===== config.mk =====
export PLATFORM = sky130hd
export DESIGN_NAME = rler_ram
export DESIGN_NICKNAME = d
export VERILOG_FILES = /design/src/rtl/rler_ram.sv
export SDC_FILE = /design/constraint.sdc
export NUM_CORES = 1
export LEC_CHECK = 0
export BUFFER_PORTS_ARGS = -buffer_cell sky130_fd_sc_hd__buf_2
export CAP_MARGIN = 20
export CELL_PAD_IN_SITES_DETAIL_PLACEMENT = 0
export CELL_PAD_IN_SITES_GLOBAL_PLACEMENT = 1
export CORE_ASPECT_RATIO = 0.9
export CORE_UTILIZATION = 53
export DETAILED_ROUTE_END_ITERATION = 8
export PLACE_DENSITY = 0.87
export SLEW_MARGIN = 20
export SYNTH_ARGS = -nofsm -noshare
export SYNTH_HDL_FRONTEND = slang
export SYNTH_SLANG_ARGS = --single-unit

===== constraint.sdc =====
create_clock -name clock -period 2.2 [get_ports clock]
set_clock_uncertainty 0.15 [all_clocks]
set_input_delay 0.22 -clock clock [delete_from_list [all_inputs] [get_ports clock]]
set_output_delay 0.22 -clock clock [all_outputs]
set_load 0.05 [all_outputs]

===== src/rtl/rler_ram.sv =====
// Generic single-port-write, one-read synchronous RAM with registered read.
module rler_ram #(
   parameter int WIDTH = 8,
   parameter int DEPTH = 16
) (
   input  logic                     clock,
   input  logic                     wr_en,
   input  logic [$clog2(DEPTH)-1:0] wr_addr,
   input  logic [WIDTH-1:0]         wr_data,
   input  logic [$clog2(DEPTH)-1:0] rd_addr,
   output logic [WIDTH-1:0]         rd_data
);
   logic [WIDTH-1:0] mem_ff [DEPTH];
   logic [WIDTH-1:0] rd_data_ff;

   // Write port and registered read port
   always_ff @(posedge clock) begin
      if (wr_en) mem_ff[wr_addr] <= wr_data;
      rd_data_ff <= mem_ff[rd_addr];
   end

   assign rd_data = rd_data_ff;
endmodule


==> results of run 1 <==
worst max-delay path by stage:
| stage | end | slack, ns | depth (start not counted) |
|---|---|---|---|
| after floorplan | mem_ff[0][0]$_DFFE_PP_ | 0.34 | 2 |
| after global placement | rd_data[2]$_DFF_P_ | 0.38 | 5 |
| after detailed placement | rd_data[5]$_DFF_P_ | 0.33 | 5 |
| after CTS | rd_data[5]$_DFF_P_ | 0.65 | 3 |
| after global routing | rd_data[3]$_DFF_P_ | 0.56 | 3 |
| final | rd_data[1]$_DFF_P_ | 0.65 | 3 |
power groups by stage:
stage | sequential (mW) | combinational (mW) | clock, mW
3_3_place_gp | 2.96 | 0.312 | 0
2_1_floorplan | 3.02 | 0.147 | 0
5_1_grt | 2.92 | 0.359 | 3.09
6_report | 2.91 | 0.337 | 2.93
3_5_place_dp | 2.97 | 0.321 | 0
4_1_cts | 2.92 | 0.339 | 2.98
synthesized netlist by cell type:
master | count | area (sq um)
mux4_2 | 18 | 405
and2_1 | 1 | 6.26
mux4_1 | 14 | 368
nor3_1 | 4 | 20.0
nand2_1 | 9 | 33.8
nand3_1 | 1 | 5.00
dfxtp_1 | 8 | 160
buf_4 | 1 | 7.51
clkdlybuf4s25_2 | 3 | 30.0
nand2b_1 | 2 | 12.5
a22oi_1 | 16 | 120
edfxtp_1 | 128 | 3840
buf_6 | 3 | 33.8
nor2_1 | 13 | 48.8
or3b_2 | 1 | 8.76
buf_2 | 3 | 15.0
and2b_1 | 1 | 7.51
nor2b_1 | 1 | 6.26
nand3b_1 | 2 | 15.0
cell type report:
cell class / instances / area share
Multi-Input combinational cell: 83 / 0.170
Clock inverter: 13 / 0.0316
Tap cell: 122 / 0.0246
Timing Repair Buffer: 52 / 0.0600
Clock buffer: 19 / 0.0695
Sequential cell: 136 / 0.644
kinds of logic (layout without fill, tap and decap cells):
kind of cell | count (synthesis) | count (layout) | synth area share
DFF | 136 | 136 | 0.778
and+or+nand+nor | 35 | 35 | 0.0318
muxes | 32 | 32 | 0.150
AOI/OAI and AO/OA | 16 | 16 | 0.0233
buffers and inverters | 10 | 84 | 0.0168
layer usage:
metal	GRT usage	vias to the layer above	share of wire
met5	0	-	0
met4	0.0903	0	0.015
met3	0.0567	13	0.053
met2	0.371	81	0.53
met1	0.261	1301	0.40
li1	-	1098	-
worst reg2reg max path, stage by stage, from the launching register on:
cell	delay (ns)
edfxtp_1	0.39
mux4_1	0.52
a22oi_1	0.28
nand2_1	0.10
registers in the layout, summed over array words and instances, names as in the netlist:
signal,count
rd_data,8
mem_ff,128
what timing repair did:
| item | in CTS | in global routing |
|---|---|---|
| resized for setup | 0 | 0 |
| endpoints found under the hold margin | 128 | 0 |
| hold buffers | 8 | 0 |
| endpoints found under the setup margin | 0 | 0 |
==> out/metrics.cfg, run 1 <==
[placed_design]
hpwlAfterDp_mm=5.58
place_congestion=0.754
dpl_cell_area_sq_mm=0.00551
place_inst=385
dp_slack_ns=0.334
port_buffers=25

[timing]
period_needed_ns=1.55
finalHoldViolCount=0
drv_slew=0
slew_headroom=0.640
fin_crit_sh=0.706
fin_hold_ws_ns=0.128
setup_tns_ns=0
fin_ws_ns=0.646
max_freq_mhz=643
rsz0062_at_grt=no
worst_slew_pin_slew_ns=0.538
setup_violations=0

[clock_tree]
htree_levels=4
cts_setup_buffers=0
clk_path_buf_depth=2
insertion_delay_ns=0.50
numClockSinks=136
cts-root-buf=clkbuf_8
clk_pin_slew_ns=0.06
cts_buffers=17
cts_tree=built

[routing]
ant_nets=0
avgRoutedWirePerCell_microns=23.0
drtIter0Drc=177
remaining_drc_errors=0
vias_per_cell=5.87
wl_mm=9.77
num_vias=2493
dr.pass1.iters=4

[pwr]
p_sw_frac=0.206
p_total_mw=6.18
p_int_mw=4.91
comb_power_share=0.054
ir_drop_mv=0.713
seq_power_share=0.471
power_frac_clock=0.474
power-per-cell-area_mw_per_mm2=995
p_leak_nw=2.14
p_switching_mw=1.27

[grt]
grt.overflow.total=0
antenna_found_initial=0
grt_usage=0.215
grt_pass1_vias=2642
grt_start_max_net_pins=33
grt_first_pass_wirelength_mm=14.8

[setup_path]
path_delay_family=multiplexers
reg2reg_slack_ns=0.65
cp-start-kind=flip-flop
cp.required_ns=2.43
critPathArrivalTime_ns=1.78
cp_max_fo=1
reg2reg_from=mem_ff[1][1]$_DFFE_PP_
cp.buffers_inverters=0
path_class=reg2reg
cp-startpoint=mem_ff[1][1]$_DFFE_PP_
reg2regPathDepth=3
crit_chain=mux4_1 -> a22oi_1 -> nand2_1
cp-end-kind=flip-flop
cp_slowest_stage_delay_ns=0.52
r2r_end=rd_data[1]$_DFF_P_
slowest_stage=mux4_1

[floorplan]
die_h_microns=95.5
die_w_microns=106
dieArea_sq_mm=0.0101
start_util=0.554
ios=26
num_rows=33
coreArea_sq_mm=0.00929

[cells_and_area]
fill_cells=576
insertedDiodeCount=0
final_area_sq_mm=0.00621
multiInputGateArea_sq_mm=0.00106
regArea_sq_mm=0.00400
post-route-util=0.669
fin_nets=308
final_cell_mix=edfxtp_1 (128), buf_2 (25), mux4_2 (18), buf_4 (17)
syn2layout_area_growth_pct=20.7
stdcell_count=425
final_common_cell=edfxtp_1
drive_gt1_frac=0.310

[worst_hold_path]
hold_path_depth=3
hold_class=in2reg
min_from=wr_addr[0]
hold_end=mem_ff[0][5]$_DFFE_PP_

[yosys]
yosys_warnings=0
synth_area_sq_mm=0.00515
ys_ff_latch=136
seq_area_frac_synth=0.778
synthDistinctLibCells=19
syn-instance-count=229
syn_area_per_cell_sq_um=22.5
synth.net_count=247

[flow_run]
maxCapViolCount=0

[run_status]
outcome=finished clean

(Power assumes the default switching activity.)
==> run 2: changes to the inputs <==
==> constraint.sdc (replaced) <==
create_clock -name clock -period 1.5 [get_ports clock]
set_clock_uncertainty 0.15 [all_clocks]
set_input_delay 0.15 -clock clock [delete_from_list [all_inputs] [get_ports clock]]
set_output_delay 0.15 -clock clock [all_outputs]
set_load 0.05 [all_outputs]
==> run 2 against run 1 <==
Sequential power rose by 47%; worst setup slack got worse by 0.61 ns; routed wire length rose by 5.2%; maximum frequency rose by 6.5%; global-route usage rose by 1.1 points; non-clock buffer count rose by 7; first-iteration DRC count rose by 36%; critical path type unchanged.
==> out/metrics.cfg, run 2 (same netlist as run 1, synthesis figures left out) <==
[pwr]
p_total_mw=9.63  ; was 6.18 mW
power-per-cell-area_mw_per_mm2=1510  ; was 995 mW/mm^2
p_leak_nw=2.20  ; was 2.14 nW
ir_drop_mv=1.01  ; was 0.713 mV

[timing]
max_freq_mhz=685  ; was 643 MHz
finalHoldViolCount=0  ; unchanged
period_needed_ns=1.46  ; was 1.55 ns
setup_violations=0  ; unchanged
worst_slew_pin_slew_ns=0.692  ; was 0.538 ns
setup_tns_ns=0  ; unchanged
drv_slew=0  ; unchanged
fin_ws_ns=0.0401  ; was 0.646 ns
fin_hold_ws_ns=0.0464  ; was 0.128 ns
slew_headroom=0.538  ; was 0.640
fin_crit_sh=0.973  ; was 0.706

[placed_design]
dp_slack_ns=-0.250  ; was 0.334 ns
place_inst=392  ; was 385
dpl_cell_area_sq_mm=0.00559  ; was 0.00551 sq mm
hpwlAfterDp_mm=6.11  ; was 5.58 mm
place_congestion=0.725  ; was 0.754
port_buffers=25  ; unchanged

[clock_tree]
clk_path_buf_depth=2  ; unchanged
numClockSinks=136  ; unchanged
cts_tree=built  ; unchanged
cts_buffers=17  ; unchanged
cts-root-buf=clkbuf_8  ; unchanged
insertion_delay_ns=0.52  ; was 0.50 ns
htree_levels=4  ; unchanged
clk_pin_slew_ns=0.06  ; about the same

[cells_and_area]
syn2layout_area_growth_pct=23.8  ; was 20.7%
final_cell_mix=edfxtp_1 (128), buf_2 (24), buf_4 (23), mux4_2 (22), clkbuf_16 (16)  ; was edfxtp_1 (128), buf_2 (25), mux4_2 (18), buf_4 (17)
final_area_sq_mm=0.00637  ; was 0.00621 sq mm
post-route-util=0.686  ; was 0.669
fin_nets=315  ; was 308
final_common_cell=edfxtp_1  ; unchanged
insertedDiodeCount=0  ; unchanged
stdcell_count=432  ; was 425
drive_gt1_frac=0.361  ; was 0.310
top_register=mem_ff  ; unchanged
largest_register_ffs=128  ; unchanged

[setup_path]
cp-start-kind=flip-flop  ; unchanged
cp-end-kind=flip-flop  ; unchanged
path_class=reg2reg  ; unchanged
critPathArrivalTime_ns=1.71  ; was 1.78 ns
slowest_stage=mux4_2  ; was mux4_1
reg2reg_from=mem_ff[10][7]$_DFFE_PP_  ; was mem_ff[1][1]$_DFFE_PP_
r2r_end=rd_data[7]$_DFF_P_  ; was rd_data[1]$_DFF_P_
cp.required_ns=1.75  ; was 2.43 ns
cp_max_fo=1  ; unchanged
reg2reg_slack_ns=0.04  ; was 0.65 ns
reg2regPathDepth=3  ; unchanged
crit_chain=mux4_2 -> a22oi_2 -> nand2_1  ; was mux4_1 -> a22oi_1 -> nand2_1
cp_slowest_stage_delay_ns=0.49  ; was 0.52 ns

[floorplan]
ios=26  ; unchanged
num_rows=33  ; unchanged
coreArea_sq_mm=0.00929  ; unchanged
start_util=0.554  ; unchanged
die_w_microns=106  ; unchanged
dieArea_sq_mm=0.0101  ; unchanged
die_h_microns=95.5  ; unchanged

[routing]
drtIter0Drc=240  ; was 177
vias_per_cell=5.84  ; was 5.87
num_vias=2523  ; was 2493
remaining_drc_errors=0  ; unchanged
wl_mm=10.3  ; was 9.77 mm
ant_nets=0  ; unchanged
dr.pass1.iters=4  ; unchanged
avgRoutedWirePerCell_microns=23.8  ; was 23.0 microns

[grt]
grt.overflow.total=0  ; unchanged
grt_start_max_net_pins=19  ; was 33
grt_first_pass_wirelength_mm=15.5  ; was 14.8 mm
grt_pass1_vias=2606  ; was 2642
antenna_found_initial=0  ; unchanged
grt_usage=0.227  ; was 0.215

[worst_hold_path]
min_from=wr_addr[1]  ; was wr_addr[0]
hold_end=mem_ff[0][0]$_DFFE_PP_  ; was mem_ff[0][5]$_DFFE_PP_
hold_class=in2reg  ; unchanged
hold_path_depth=3  ; unchanged

[run_status]
outcome=finished clean  ; unchanged

[flow_run]
maxCapViolCount=0  ; unchanged

## run 2: cell types whose count changed in the layout (fill, tap and decap cells not counted), sizes merged
cell	before	now
bufinv	4	7
inv	2	3
clkinvlp	1	0
clkinv	6	4
buf	44	51
clkbuf	19	18
## run 2: worst max path at each step
stage | startpoint | end | slack [ns] | depth (start not counted)
after floorplan | wr_addr[2] | mem_ff[3][0]$_DFFE_PP_ | -0.07 | 2
after global placement | rd_addr[0] | rd_data[3]$_DFF_P_ | -0.22 | 5
after detailed placement | rd_addr[0] | rd_data[3]$_DFF_P_ | -0.25 | 5
after CTS | mem_ff[5][1]$_DFFE_PP_ | rd_data[1]$_DFF_P_ | 0.0006 | 3
after global routing | mem_ff[3][6]$_DFFE_PP_ | rd_data[6]$_DFF_P_ | -0.004 | 3
final | mem_ff[10][7]$_DFFE_PP_ | rd_data[7]$_DFF_P_ | 0.04 | 3
## run 2: layout make-up
cell class | instances | area [sq um]
clock buffers | 18 | 418
well taps | 122 | 153
multi-input cells | 83 | 1080
flip-flops and latches | 136 | 4000
clock inverters | 14 | 268
fillers | 581 | 2920
repair buffers | 59 | 453
## run 2: per-layer routing
metal | vias to the layer above | GRT usage | wire length (microns)
li1 | 1105 | - | -
met5 | - | 0 | 0
met1 | 1303 | 0.275 | 4180
met3 | 18 | 0.0670 | 561
met4 | 0 | 0.0903 | 168
met2 | 97 | 0.387 | 5370
## run 2: report_power, final
part           internal [mW]  switching, mW
registers               4.25         0.0283
clock network           3.22           1.59
logic                  0.212          0.324
total                   7.68           1.94
## run 2: worst max-delay path: cells and delay by family (launching register included)
family,cells,cell delay [ns]
AO/OA/AOI/OAI,1,0.25
flip-flops,1,0.39
multiplexers,1,0.49
AND/OR/NAND/NOR,1,0.07
## run 2: timing repair
| action | CTS | global route |
|---|---|---|
| pin swaps | 1 | 3 |
| hold endpoints to repair | 128 | 0 |
| hold buffers | 8 | 0 |
| resized for setup | 4 | 7 |
| gates cloned | 0 | 0 |
| setup endpoints to repair | 4 | 6 |
| buffers inserted | 0 | 0 |
